## src/rtl/header_keyed_bit_message_decoder_macros.svh

```systemverilog
// ----------------------------------------------------------------------------
// Header-keyed bit message decoder: assertion macros
// Concurrent checks sampled on clk and disabled while rst_n is low.
// ----------------------------------------------------------------------------
`ifndef HEADER_KEYED_BIT_MESSAGE_DECODER_MACROS_SVH
`define HEADER_KEYED_BIT_MESSAGE_DECODER_MACROS_SVH

// Same-cycle implication.
`define HKBMD_ASSERT_NOW(lbl, ante, cons, msg) \
    lbl: assert property (@(posedge clk) disable iff (!rst_n) (ante) |-> (cons)) \
        else $error(msg);

// Next-cycle implication.
`define HKBMD_ASSERT_NEXT(lbl, ante, cons, msg) \
    lbl: assert property (@(posedge clk) disable iff (!rst_n) (ante) |=> (cons)) \
        else $error(msg);

`endif

```

## src/rtl/hkbmd_pkg.sv

```systemverilog
// ----------------------------------------------------------------------------
// hkbmd_pkg
// Types and codes shared by the header-keyed bit message decoder.
// ----------------------------------------------------------------------------
`default_nettype none

package hkbmd_pkg;

    localparam logic [1:0] KIND_HDR_START = 2'd0;
    localparam logic [1:0] KIND_HDR_CHAR  = 2'd1;
    localparam logic [1:0] KIND_MSG_BIT   = 2'd2;

    localparam int LEN_FIELD_BITS = 3;

    typedef enum logic [3:0] {
        PH_DONE   = 4'b0001,
        PH_HEADER = 4'b0010,
        PH_LENGTH = 4'b0100,
        PH_KEY    = 4'b1000
    } phase_t;

    typedef struct packed {
        logic valid;
        logic hit;
        logic msg_end;
    } lookup_req_t;

endpackage

`default_nettype wire

```

## src/rtl/hkbmd_table.sv

```systemverilog
// ----------------------------------------------------------------------------
// hkbmd_table
// Key table memory: one write port, one read port, registered read data.
// ----------------------------------------------------------------------------
`default_nettype none

module hkbmd_table #(
    parameter int DEPTH  = 247,
    parameter int ADDR_W = 8
) (
    input  wire logic              clk,
    input  wire logic              wr_en,
    input  wire logic [ADDR_W-1:0] wr_addr,
    input  wire logic [7:0]        wr_data,
    input  wire logic              rd_en,
    input  wire logic [ADDR_W-1:0] rd_addr,
    output logic      [7:0]        rd_data
);

    logic [7:0] mem [DEPTH];

    always_ff @(posedge clk)
    begin
        if (wr_en)
        begin
            mem[wr_addr] <= wr_data;
        end
    end

    always_ff @(posedge clk)
    begin
        if (rd_en)
        begin
            rd_data <= mem[rd_addr];
        end
    end

endmodule

`default_nettype wire

```

## src/rtl/hkbmd_ctrl.sv

```systemverilog
// ----------------------------------------------------------------------------
// hkbmd_ctrl
// Header load sequencing and bit-serial key parsing; issues table lookups.
// ----------------------------------------------------------------------------
`default_nettype none

module hkbmd_ctrl #(
    parameter int MAX_KEY_LENGTH = 7,
    parameter int DEPTH          = 247,
    parameter int ADDR_W         = 8,
    parameter int POS_W          = 8
) (
    input  wire logic                     clk,
    input  wire logic                     rst_n,
    input  wire logic                     item_en,
    input  wire logic [1:0]               kind,
    input  wire logic [7:0]               char_value,
    input  wire logic                     bit_value,
    output logic                          wr_en,
    output logic      [ADDR_W-1:0]        wr_addr,
    output logic      [7:0]               wr_data,
    output logic      [ADDR_W-1:0]        rd_addr,
    output hkbmd_pkg::lookup_req_t        req
);

    import hkbmd_pkg::*;

    localparam logic [2:0]       MAX_LEN   = 3'(MAX_KEY_LENGTH);
    localparam logic [POS_W-1:0] DEPTH_POS = POS_W'(DEPTH);

    phase_t           phase_reg, phase_next;
    logic [POS_W-1:0] load_pos_reg, load_pos_next;
    logic [6:0]       acc_reg, acc_next;
    logic [2:0]       cnt_reg, cnt_next;
    logic [2:0]       seg_len_reg, seg_len_next;

    phase_t     phase_eff;
    logic [6:0] acc_shift;
    logic [2:0] cnt_inc;
    logic [6:0] len_mask;
    logic [6:0] key_value;
    logic [8:0] key_idx;

    always_comb
    begin
        phase_eff = (phase_reg == PH_HEADER) ? PH_LENGTH : phase_reg;
        acc_shift = (phase_reg == PH_HEADER) ? {6'd0, bit_value}
                                             : {acc_reg[5:0], bit_value};
        cnt_inc   = (phase_reg == PH_HEADER) ? 3'd1 : cnt_reg + 3'd1;
        len_mask  = 7'((8'd1 << seg_len_reg) - 8'd1);
        key_value = acc_shift & len_mask;
        key_idx   = (9'd1 << seg_len_reg) - 9'(seg_len_reg) - 9'd1 + 9'(key_value);
        rd_addr   = key_idx[ADDR_W-1:0];
    end

    always_comb
    begin
        phase_next    = phase_reg;
        load_pos_next = load_pos_reg;
        acc_next      = acc_reg;
        cnt_next      = cnt_reg;
        seg_len_next  = seg_len_reg;
        wr_en         = 1'b0;
        wr_addr       = load_pos_reg[ADDR_W-1:0];
        wr_data       = char_value;
        req           = '0;

        if (item_en)
        begin
            case (kind)
                KIND_HDR_START:
                begin
                    phase_next    = PH_HEADER;
                    load_pos_next = '0;
                    acc_next      = '0;
                    cnt_next      = '0;
                    seg_len_next  = '0;
                end
                KIND_HDR_CHAR:
                begin
                    if (phase_reg == PH_HEADER && load_pos_reg < DEPTH_POS)
                    begin
                        wr_en         = 1'b1;
                        load_pos_next = load_pos_reg + 1'b1;
                    end
                end
                KIND_MSG_BIT:
                begin
                    if (phase_reg != PH_DONE)
                    begin
                        acc_next   = acc_shift;
                        cnt_next   = cnt_inc;
                        phase_next = phase_eff;
                        if (phase_eff == PH_LENGTH)
                        begin
                            if (cnt_inc == 3'(LEN_FIELD_BITS))
                            begin
                                acc_next = '0;
                                cnt_next = '0;
                                if (acc_shift[2:0] == 3'd0)
                                begin
                                    phase_next  = PH_DONE;
                                    req.valid   = 1'b1;
                                    req.msg_end = 1'b1;
                                end
                                else
                                begin
                                    seg_len_next = acc_shift[2:0];
                                    phase_next   = PH_KEY;
                                end
                            end
                        end
                        else if (cnt_inc == seg_len_reg)
                        begin
                            acc_next = '0;
                            cnt_next = '0;
                            if (key_value == len_mask)
                            begin
                                phase_next = PH_LENGTH;
                            end
                            else
                            begin
                                req.valid = 1'b1;
                                req.hit   = (seg_len_reg <= MAX_LEN)
                                            && (key_idx < 9'(load_pos_reg));
                            end
                        end
                    end
                end
                default:
                begin
                end
            endcase
        end
    end

    always_ff @(posedge clk or negedge rst_n)
    begin
        if (!rst_n)
        begin
            phase_reg    <= PH_DONE;
            load_pos_reg <= '0;
            acc_reg      <= '0;
            cnt_reg      <= '0;
            seg_len_reg  <= '0;
        end
        else
        begin
            phase_reg    <= phase_next;
            load_pos_reg <= load_pos_next;
            acc_reg      <= acc_next;
            cnt_reg      <= cnt_next;
            seg_len_reg  <= seg_len_next;
        end
    end

endmodule

`default_nettype wire

```

## src/rtl/header_keyed_bit_message_decoder.sv

```systemverilog
// ----------------------------------------------------------------------------
// header_keyed_bit_message_decoder
// Loads a key table from header characters, then decodes a serial bit stream.
// ----------------------------------------------------------------------------
// Input stream (s_*): tuser carries the item kind (header start, header
// character, message bit); tdata carries the character byte and the bit.
// Output stream (m_*): tdata is the decoded character, tlast marks the end of
// a message (a zero length field), with tdata zero.
// One input transfer per cycle is taken while the output keeps up. A result
// passes through the key table read stage and then the output register
// before it appears on m_tvalid.
// Items that cause no result only update the parser and the table.
// Reset empties the pipeline and leaves the decoder waiting for a header
// start; the table contents are unknown but every entry counts as unloaded.
// When m_tready is low the output register holds its result, one more result
// waits in the lookup stage, and s_tready drops once both are full.
// ----------------------------------------------------------------------------
`default_nettype none

`include "header_keyed_bit_message_decoder_macros.svh"

module header_keyed_bit_message_decoder #(
    parameter int MAX_KEY_LENGTH = 7
) (
    input  wire logic        clk,
    input  wire logic        rst_n,
    input  wire logic        s_tvalid,
    output logic             s_tready,
    input  wire logic [15:0] s_tdata,  // [7:0] char_value, [8] bit_value, [15:9] zero
    input  wire logic [1:0]  s_tuser,  // [1:0] kind
    output logic             m_tvalid,
    input  wire logic        m_tready,
    output logic      [7:0]  m_tdata,  // [7:0] out_char
    output logic             m_tlast   // message_end
);

    import hkbmd_pkg::*;

    localparam int DEPTH  = (2 << MAX_KEY_LENGTH) - MAX_KEY_LENGTH - 2;
    localparam int ADDR_W = (DEPTH > 1) ? $clog2(DEPTH) : 1;
    localparam int POS_W  = $clog2(DEPTH + 1);

    logic              item_en;
    logic              wr_en;
    logic [ADDR_W-1:0] wr_addr;
    logic [7:0]        wr_data;
    logic [ADDR_W-1:0] rd_addr;
    logic [7:0]        rd_data;
    lookup_req_t       req;

    logic       s1_valid_reg, s1_hit_reg, s1_end_reg;
    logic       out_valid_reg, out_end_reg;
    logic [7:0] out_char_reg;
    logic       s1_move;

    assign s_tready = !s1_valid_reg || !out_valid_reg || m_tready;
    assign item_en  = s_tvalid && s_tready;
    assign s1_move  = s1_valid_reg && (!out_valid_reg || m_tready);

    hkbmd_ctrl #(
        .MAX_KEY_LENGTH (MAX_KEY_LENGTH),
        .DEPTH          (DEPTH),
        .ADDR_W         (ADDR_W),
        .POS_W          (POS_W)
    ) u_ctrl (
        .clk        (clk),
        .rst_n      (rst_n),
        .item_en    (item_en),
        .kind       (s_tuser),
        .char_value (s_tdata[7:0]),
        .bit_value  (s_tdata[8]),
        .wr_en      (wr_en),
        .wr_addr    (wr_addr),
        .wr_data    (wr_data),
        .rd_addr    (rd_addr),
        .req        (req)
    );

    hkbmd_table #(
        .DEPTH  (DEPTH),
        .ADDR_W (ADDR_W)
    ) u_table (
        .clk     (clk),
        .wr_en   (wr_en),
        .wr_addr (wr_addr),
        .wr_data (wr_data),
        .rd_en   (req.valid && req.hit),
        .rd_addr (rd_addr),
        .rd_data (rd_data)
    );

    always_ff @(posedge clk or negedge rst_n)
    begin
        if (!rst_n)
        begin
            s1_valid_reg <= 1'b0;
        end
        else if (req.valid)
        begin
            s1_valid_reg <= 1'b1;
        end
        else if (s1_move)
        begin
            s1_valid_reg <= 1'b0;
        end
    end

    always_ff @(posedge clk)
    begin
        if (req.valid)
        begin
            s1_hit_reg <= req.hit;
            s1_end_reg <= req.msg_end;
        end
    end

    always_ff @(posedge clk or negedge rst_n)
    begin
        if (!rst_n)
        begin
            out_valid_reg <= 1'b0;
        end
        else if (s1_move)
        begin
            out_valid_reg <= 1'b1;
        end
        else if (m_tready)
        begin
            out_valid_reg <= 1'b0;
        end
    end

    always_ff @(posedge clk)
    begin
        if (s1_move)
        begin
            out_char_reg <= s1_hit_reg ? rd_data : 8'd0;
            out_end_reg  <= s1_end_reg;
        end
    end

    assign m_tvalid = out_valid_reg;
    assign m_tdata  = out_char_reg;
    assign m_tlast  = out_end_reg;

    `HKBMD_ASSERT_NOW(a_end_char_zero, m_tvalid && m_tlast, m_tdata == 8'd0,
        "message end carries a nonzero character")
    `HKBMD_ASSERT_NOW(a_full_stall_blocks, s1_valid_reg && out_valid_reg && !m_tready,
        !s_tready, "input taken while both result stages are stalled")
    `HKBMD_ASSERT_NEXT(a_req_enters_stage, req.valid, s1_valid_reg,
        "lookup request lost before the output stage")
    `HKBMD_ASSERT_NOW(a_req_needs_item, req.valid, item_en,
        "lookup request without an input transfer")

endmodule

`default_nettype wire
```

## config.mk

```make
export PLATFORM = sky130hd
export DESIGN_NAME = header_keyed_bit_message_decoder
export DESIGN_NICKNAME = d
export VERILOG_FILES = /design/src/rtl/hkbmd_pkg.sv /design/src/rtl/hkbmd_table.sv /design/src/rtl/hkbmd_ctrl.sv /design/src/rtl/header_keyed_bit_message_decoder.sv
export VERILOG_INCLUDE_DIRS = /design/src /design/src/rtl
export SDC_FILE = /design/constraint.sdc
export NUM_CORES = 2
export LEC_CHECK = 0
export ABC_CLOCK_PERIOD_IN_PS = 8300
export BUFFER_PORTS_ARGS = -buffer_cell sky130_fd_sc_hd__buf_4
export CORE_UTILIZATION = 45
export DETAILED_ROUTE_END_ITERATION = 10
export HOLD_SLACK_MARGIN = 0.12
export PLACE_DENSITY = 0.6
export SLEW_MARGIN = 20
export SYNTH_ARGS = -nofsm -noshare
export SYNTH_HDL_FRONTEND = slang
export SYNTH_SLANG_ARGS = --single-unit
```

## constraint.sdc

```tcl
create_clock -name clk -period 8.3 [get_ports clk]
set_clock_uncertainty 0.1 [all_clocks]
set_input_delay 0.415 -clock clk [delete_from_list [all_inputs] [get_ports clk]]
set_output_delay 0.415 -clock clk [all_outputs]
set_load 0.1 [all_outputs]
```

## Yosys cells after proc, flatten, opt, wreduce, memory -nomap -nowiden

Memories as Yosys holds them, arrays and structs flattened. A register that Yosys moved wholly into a read port is not among the register bits.
Cells that the tools add are included.

| word-level totals | value |
|---|---|
| memories | 1 |
| word-level logic and storage cells | 103 |
| output and inout bits | 11 |
| bits of input ports | 22 |
| bits in registers | 37 |
| bits in writable memories | 1976 |

Memories:

| name | words | bits a word | rd ports | clocked after memory_dff | write ports | line | RTL |
|---|---|---|---|---|---|---|---|
| u_table.mem | 247 | 8 | 1 | 1 | 1 | hkbmd_table.sv:20 | `logic [7:0] mem [DEPTH];` |

| operators by class | value |
|---|---|
| reductions and logical operators | 20 |
| bitwise gates (word level) | 1 |
| eq/ne operators | 13 |
| multiplexer cells | 46 |
| shift operators | 2 |
| order comparisons | 3 |
| add/subtract/negate cells | 6 |

Operator list:

| cell | number |
|---|---|
| 2-to-1 mux 3 bit | 12 |
| 2-to-1 mux 4 bit | 7 |
| 2-to-1 mux 6 bit | 4 |
| case mux 8 bit (2 select lines) | 1 |
| 2-to-1 mux 1 bit | 14 |
| case mux 3 bit (2 select lines) | 2 |
| case mux 6 bit (2 select lines) | 1 |
| adder 9 x 7 -> 9 bit | 1 |
| less-than comparator 9 x 8 -> 1 bit | 1 |
| << shifter 1 x 3 -> 9 bit (first input constant) | 1 |
| subtractor 9 x 1 -> 9 bit (second input constant) | 1 |
| subtractor 9 x 3 -> 9 bit | 1 |
| adder 8 x 1 -> 8 bit (second input constant) | 1 |
| less-than comparator 8 bit (second input constant) | 1 |
| 2-to-1 mux 8 bit | 1 |
| inequality test 2 x 1 -> 1 bit (second input constant) | 4 |
| case mux 4 bit (2 select lines) | 1 |
| nonzero test 2 bit | 4 |
| bitwise AND 7 bit | 1 |
| equality test 7 bit | 1 |
| 2-to-1 mux 7 bit | 1 |
| << shifter 1 x 3 -> 7 bit (first input constant) | 1 |
| subtractor 7 x 1 -> 7 bit (second input constant) | 1 |
| AND reduction 3 bit | 2 |
| other kinds (18) | 26 |

## Depth between registers and ports, before layout

| depth | value |
|---|---|
| word-level depth | 13 |
| gate-level depth with buffers | 23 |
| depth with buffers taken out | 20 |

## Modules after synthesis

From an unflattened synthesis, not the netlist that was laid out.

| second synthesis, totals | value |
|---|---|
| cells, all modules | 3983 |
| area, all modules | 80014.2 um2 |

Modules (own cells, without submodules):

| module | instances | cells an instance | area each (um2) | seq. area each (um2) |
|---|---|---|---|---|
| hkbmd_table | 1 | 3693 | 77314.2 | 59577.1 |
| hkbmd_ctrl | 1 | 262 | 2209.6 | 601.8 |
| header_keyed_bit_message_decoder | 1 | 28 | 490.5 | 380.4 |

## Worst setup path after synthesis

Ideal clock, no wire load.

| timing | value |
|---|---|
| path type | reg2reg |
| start point | register u_ctrl.seg_len_reg[0] |
| end point | register u_table.rd_data[0], read port of u_table.mem, enable pin |
| arrival time | 5.455 ns |
| buffers on the path | 3 |
| required time | 7.802 ns |
| library setup time | 0.398 ns |
| clock period less this slack | 5.953 ns |
| setup slack | 2.347 ns |
| cell stages (with the launch flop) | 21 |
| path through | dfrtp_1 -> buf_2 -> or3_1 -> ha_1 -> nand3b_1 -> fa_1 -> inv_1 -> ha_1 -> fa_1 -> and3_1 -> nor2_1 -> xor2_1 -> inv_1 -> clkbuf_1 -> clkbuf_1 -> ha_1 -> o21ai_0 -> a21oi_1 -> nor3_1 -> nor2_1 -> nor4b_1 |

| between the ends | value |
|---|---|
| longest elaborated chain between the ends | 13 |
| elaborated cells between the ends (all ways) | 20 |
| classes of those cells | add/sub (4); order compare (2); eq/ne (2); shift (2); mux (7); bitwise (1); reduce/logical (2) |

Ends and longest elaborated chain:

| element | line | RTL |
|---|---|---|
| start, declared | hkbmd_ctrl.sv:35 | `logic [2:0] seg_len_reg, seg_len_next;` |
| start signal, assigned | hkbmd_ctrl.sv:153 | `seg_len_reg <= seg_len_next;` |
| << shifter 1 x 3 -> 9 bit / << shifter 1 x 3 -> 7 bit (equally long branches) | hkbmd_ctrl.sv:52, hkbmd_ctrl.sv:50 |  |
| subtractor 9 x 3 -> 9 bit / subtractor 7 x 1 -> 7 bit (equally long branches) | hkbmd_ctrl.sv:52, hkbmd_ctrl.sv:50 |  |
| subtractor 9 x 1 -> 9 bit / bitwise AND 7 bit (equally long branches) | hkbmd_ctrl.sv:52, hkbmd_ctrl.sv:51 |  |
| adder 9 x 7 -> 9 bit | hkbmd_ctrl.sv:52 | `key_idx = (9'd1 << seg_len_reg) - 9'(seg_len_reg) - 9'd1 + 9'(key_value);` |
| less-than comparator 9 x 8 -> 1 bit | hkbmd_ctrl.sv:125 | `&& (key_idx < 9'(load_pos_reg));` |
| logical AND 1 bit | hkbmd_ctrl.sv:125 |  |
| 2-to-1 mux 2 bit | hkbmd_ctrl.sv:117 | `if (key_value == len_mask)` |
| 2-to-1 mux 2 bit * | hkbmd_ctrl.sv:113 | `else if (cnt_inc == seg_len_reg)` |
| 2-to-1 mux 1 bit | hkbmd_ctrl.sv:94 | `if (phase_eff == PH_LENGTH)` |
| 2-to-1 mux 3 bit * | hkbmd_ctrl.sv:89 | `if (phase_reg != PH_DONE)` |
| 2-to-1 mux 3 bit * | hkbmd_ctrl.sv:70 | `case (kind)` |
| 2-to-1 mux 3 bit * | hkbmd_ctrl.sv:68 | `if (item_en)` |
| logical AND 1 bit * | header_keyed_bit_message_decoder.sv:87 | `.rd_en (req.valid && req.hit),` |
| via u_table.rd_en | hkbmd_table.sv:15 | `input wire logic rd_en,` |
| end, declared | hkbmd_table.sv:17 | `output logic [7:0] rd_data` |

The timed path passes the listed nets; every way through them passes the cells marked *.
A chain may end at the register's enable or synchronous reset.

## Worst setup path after layout

| timing | value |
|---|---|
| start point | register u_ctrl.seg_len_reg[0] |
| end point | register u_table.rd_data[3], read port of u_table.mem, data pin |

| between the ends | value |
|---|---|
| longest elaborated chain between the ends | 13 |
| elaborated cells between the ends (all ways) | 20 |
| classes of those cells | add/sub (4); order compare (2); eq/ne (2); shift (2); mux (7); bitwise (1); reduce/logical (2) |

Ends and longest elaborated chain:

| element | line |
|---|---|
| << shifter 1 x 3 -> 9 bit / << shifter 1 x 3 -> 7 bit (equally long branches) | hkbmd_ctrl.sv:52, hkbmd_ctrl.sv:50 |
| subtractor 9 x 3 -> 9 bit / subtractor 7 x 1 -> 7 bit (equally long branches) | hkbmd_ctrl.sv:52, hkbmd_ctrl.sv:50 |
| subtractor 9 x 1 -> 9 bit / bitwise AND 7 bit (equally long branches) | hkbmd_ctrl.sv:52, hkbmd_ctrl.sv:51 |
| adder 9 x 7 -> 9 bit | hkbmd_ctrl.sv:52 |
| less-than comparator 9 x 8 -> 1 bit | hkbmd_ctrl.sv:125 |
| logical AND 1 bit | hkbmd_ctrl.sv:125 |
| 2-to-1 mux 2 bit | hkbmd_ctrl.sv:117 |
| 2-to-1 mux 2 bit | hkbmd_ctrl.sv:113 |
| 2-to-1 mux 1 bit | hkbmd_ctrl.sv:94 |
| 2-to-1 mux 3 bit | hkbmd_ctrl.sv:89 |
| 2-to-1 mux 3 bit | hkbmd_ctrl.sv:70 |
| 2-to-1 mux 3 bit | hkbmd_ctrl.sv:68 |
| logical AND 1 bit | header_keyed_bit_message_decoder.sv:87 |

Parallel ways exist; a longest one is shown, timed or not.

==> results.cfg <==
[outcome]
status = finished, final reports clean

[global_routing]
grt_pass1_vias = 39073
grt_max_degree = 154
grt_pass1_wl_mm = 281
grt-ovfl-total = 0
grt.total_usage = 0.219
antenna_found_initial = 5

[final_layout]
regMostFlops = u_table.mem
fin_nets = 4029
drive_above_1_share = 0.222
register_area_um2 = 60600
n_fill_cell = 13850
largest_reg_flops = 1976
multiInputGateArea_um2 = 17800
area_growth_pct = 12.0

[die]
boundaryPins = 33
die_h_um = 422
start_util = 0.455
coreArea_um2 = 174000
rows = 153
die_w_um = 422
die_area_um2 = 178000

[place]
gp_congestion = 0.855
dp_hpwl_mm = 113
port_buffers = 25

[yosys]
yosysSeqAreaShare = 0.764
synth_top_area_frac = 0.755
yosys_warnings = 0
synth_ff_type = edfxtp_1
synth_area_leaders = edfxtp_1 76%, mux4_2 14%, nor2_1 1.4%, nand2_1 1.2%, mux2i_1 1.2%
yosys.cell_types.count = 70
avgSynthCellArea_um2 = 20.4
synth_area_leader_cell = edfxtp_1
netlist_area_um2 = 79300
ys_ff_latch = 2021
synth_edf_count = 1995
netlist_instances = 3880
async_reset_ff_frac = 0.0129
syn-num-nets = 3927

[setup_path]
r2r_start = u_ctrl.seg_len_reg[0]$_DFFE_PN0P_
end_kind = flop
crit_start = u_ctrl.seg_len_reg[0]$_DFFE_PN0P_
critical_path_class = reg2reg
arrival_ns = 6.87
critPathLaunchType = flop
cp_data_required_time_ns = 8.70
cp_max_fo = 64

[power]
p_switching_mw = 6.90
powerDensity_nw_per_um2 = 281
p_sw_frac = 0.277
clkPwrFrac = 0.349
peakVddDrop_mv = 0.200
p_comb_frac = 0.200
p_leak_nw = 27.4
p_int_mw = 18.1
seq_power_share = 0.451

[detailed_routing]
route.detailed.drc = 0
drt_pre_antenna_iters = 6
drt-total-wl_mm = 196
vias = 38958
wl_per_cell_um = 30.2
drtAntennaViolNets = 0
via_per_inst = 6.02
drt_iter0_drc = 4667

[timing]
whs_ns = 0.156
maxSlewViolCount = 0
setup_viol = 0
relSlewSlack = 0.196
rsz0062_at_grt = false
finalSetupTns_ns = 0
fmax_mhz = 155
post-route-period-util = 0.780
worst_slew_pin_slew_ns = 1.20
hold_viol = 0
min_period_ns = 6.47

[clock_tree]
cts_tree = done
post_cts_buffers = 0
cts_buffers = 200
cts.path.max_buffers = 3
h-tree-depth = 4
clk_pin_slew_ns = 0.06
insertion_delay_ns = 0.81
cts_resized = 0
cts.sinks = 2021
root_buffer = clkbuf_16

[worst_hold_path]
worstHoldStart = s_tdata[5]
hp-class = in2reg

[run]
max_cap_viol_count = 0
-- per-stage QoR --
stage | cells | worst slack, ns | instance area, um^2 | util | power [mW]
6_report | 6469 | 1.83 | 88900 | 0.510 | 25.0
5_1_grt | 6466 | 1.55 | 88800 | 0.509 | 25.7
4_1_cts | 6463 | 1.82 | 88800 | 0.509 | 25.1
3_5_place_dp | 6090 | 1.83 | 82400 | 0.473 | 16.5
3_3_place_gp | 6090 | 1.84 | 82400 | 0.473 | 16.4
2_1_floorplan | 3880 | 2.35 | 79300 | - | 14.5
-- worst max-delay path, stage by stage (launching register included) --
cell and delay, ns:
dfrtp_1 0.61, inv_1 0.14, nor2_1 0.24, nand2_1 0.14
ha_1 0.30, nand3b_1 0.18, fa_1 0.54, inv_1 0.06
ha_4 0.16, fa_2 0.41, xnor2_2 0.16, buf_4 0.23
inv_8 0.48, buf_4 0.64, mux2i_1 0.30, a32oi_1 0.08
a311oi_1 0.87, a31o_2 0.25, o22ai_1 0.11
-- Yosys cell counts (5+ instances only) --
master     number
edfxtp_1     1995
mux4_2        489
nor2_1        300
nand2_1       253
clkbuf_1       98
mux2i_1        94
buf_2          73
a22oi_1        65
a32oi_1        48
o21ai_0        40
nand3_1        39
buf_4          26
dfrtp_1        25
inv_1          24
buf_1          23
ha_1           22
o22ai_1        20
nand4_1        19
a21oi_1        16
a32o_1         14
o211ai_1       13
a31oi_1        12
and2_1         12
a2111oi_0      10
a22o_1         10
a221oi_1        9
a31o_2          9
xnor2_1         9
and3_1          7
nor3_1          7
nor4_1          7
nor3_2          6
a211oi_1        5
nand2b_1        5
nor4b_1         5
-- layer usage --
layer | vias to the layer above | track usage | part of all wire
li1 | 16264 | - | -
met1 | 20801 | 0.313 | 0.42
met2 | 1578 | 0.345 | 0.48
met3 | 315 | 0.0359 | 0.071
met4 | 0 | 0.0688 | 0.032
met5 | - | 0 | 0
-- worst paths after layout --
check                                                 to  slack, ns  cells past startpoint
max                         u_table.rd_data[3]$_DFFE_PP_       1.83                     18
min                        u_table.mem[217][5]$_DFFE_PP_       0.16                      1
max reg2reg                 u_table.rd_data[3]$_DFFE_PP_       1.83                     18
min reg2reg                            m_tlast$_DFFE_PP_       0.33                      0
max in group asynchronous  u_ctrl.wr_addr[4]$_DFFE_PN0P_       7.39                      4
min in group asynchronous  u_ctrl.cnt_reg[0]$_DFFE_PN0P_       0.54                      4
-- area by class of cell --
type	instances	share of cell area
sequential	2021	0.682
timing repair buffer	124	0.0144
inverter	27	0.00123
tap	2325	0.0327
clock inverter	101	0.00976
antenna	3	0.0000845
clock buffer	260	0.0600
multi-input combinational	1608	0.200
-- cells by family (layout without fill, tap and decap cells) --
kind of cell | count (synthesis) | after routing | share of synthesized area
adders and majority gates | 25 | 25 | 0.00423
muxes | 583 | 583 | 0.151
AOI/OAI and AO/OA | 307 | 307 | 0.0291
other | 0 | 3 | 0
DFF | 2021 | 2021 | 0.764
buffers and inverters | 251 | 512 | 0.0146
xor gates and xnor gates | 12 | 12 | 0.00133
and+or+nand+nor | 681 | 681 | 0.0366
-- timing repair --
action / in CTS / in global routing
endpoints found under the hold margin: 65 / 73
hold buffers: 12 / 1
endpoints found under the setup margin: 0 / 0
-- power by group through the flow --
stage	registers [mW]	logic (mW)	clock network (mW)
after global routing	11.3	5.23	9.18
after detailed placement	11.5	4.99	0
after global placement	11.5	4.97	0
after floorplan	11.5	3.03	0
after CTS	11.3	5.01	8.83
final	11.3	4.99	8.71
-- cell usage in the layout (no fill, tap or decap), drive strengths merged, types with 9 or more instances in the layout --
master / n
a2111oi: 10
a21oi: 17
a221oi: 10
a22o: 10
a22oi: 65
a31o: 9
a31oi: 12
a32o: 14
a32oi: 48
and2: 12
buf: 105
bufinv: 14
clkbuf: 267
clkinv: 78
dfrtp: 25
dlygate4sd3: 12
edfxtp: 1995
ha: 22
inv: 33
mux2i: 94
mux4: 489
nand2: 255
nand3: 39
nand4: 19
nor2: 300
nor3: 14
o211ai: 13
o21ai: 41
o22ai: 20
xnor2: 9
(Power assumes the default switching activity.)
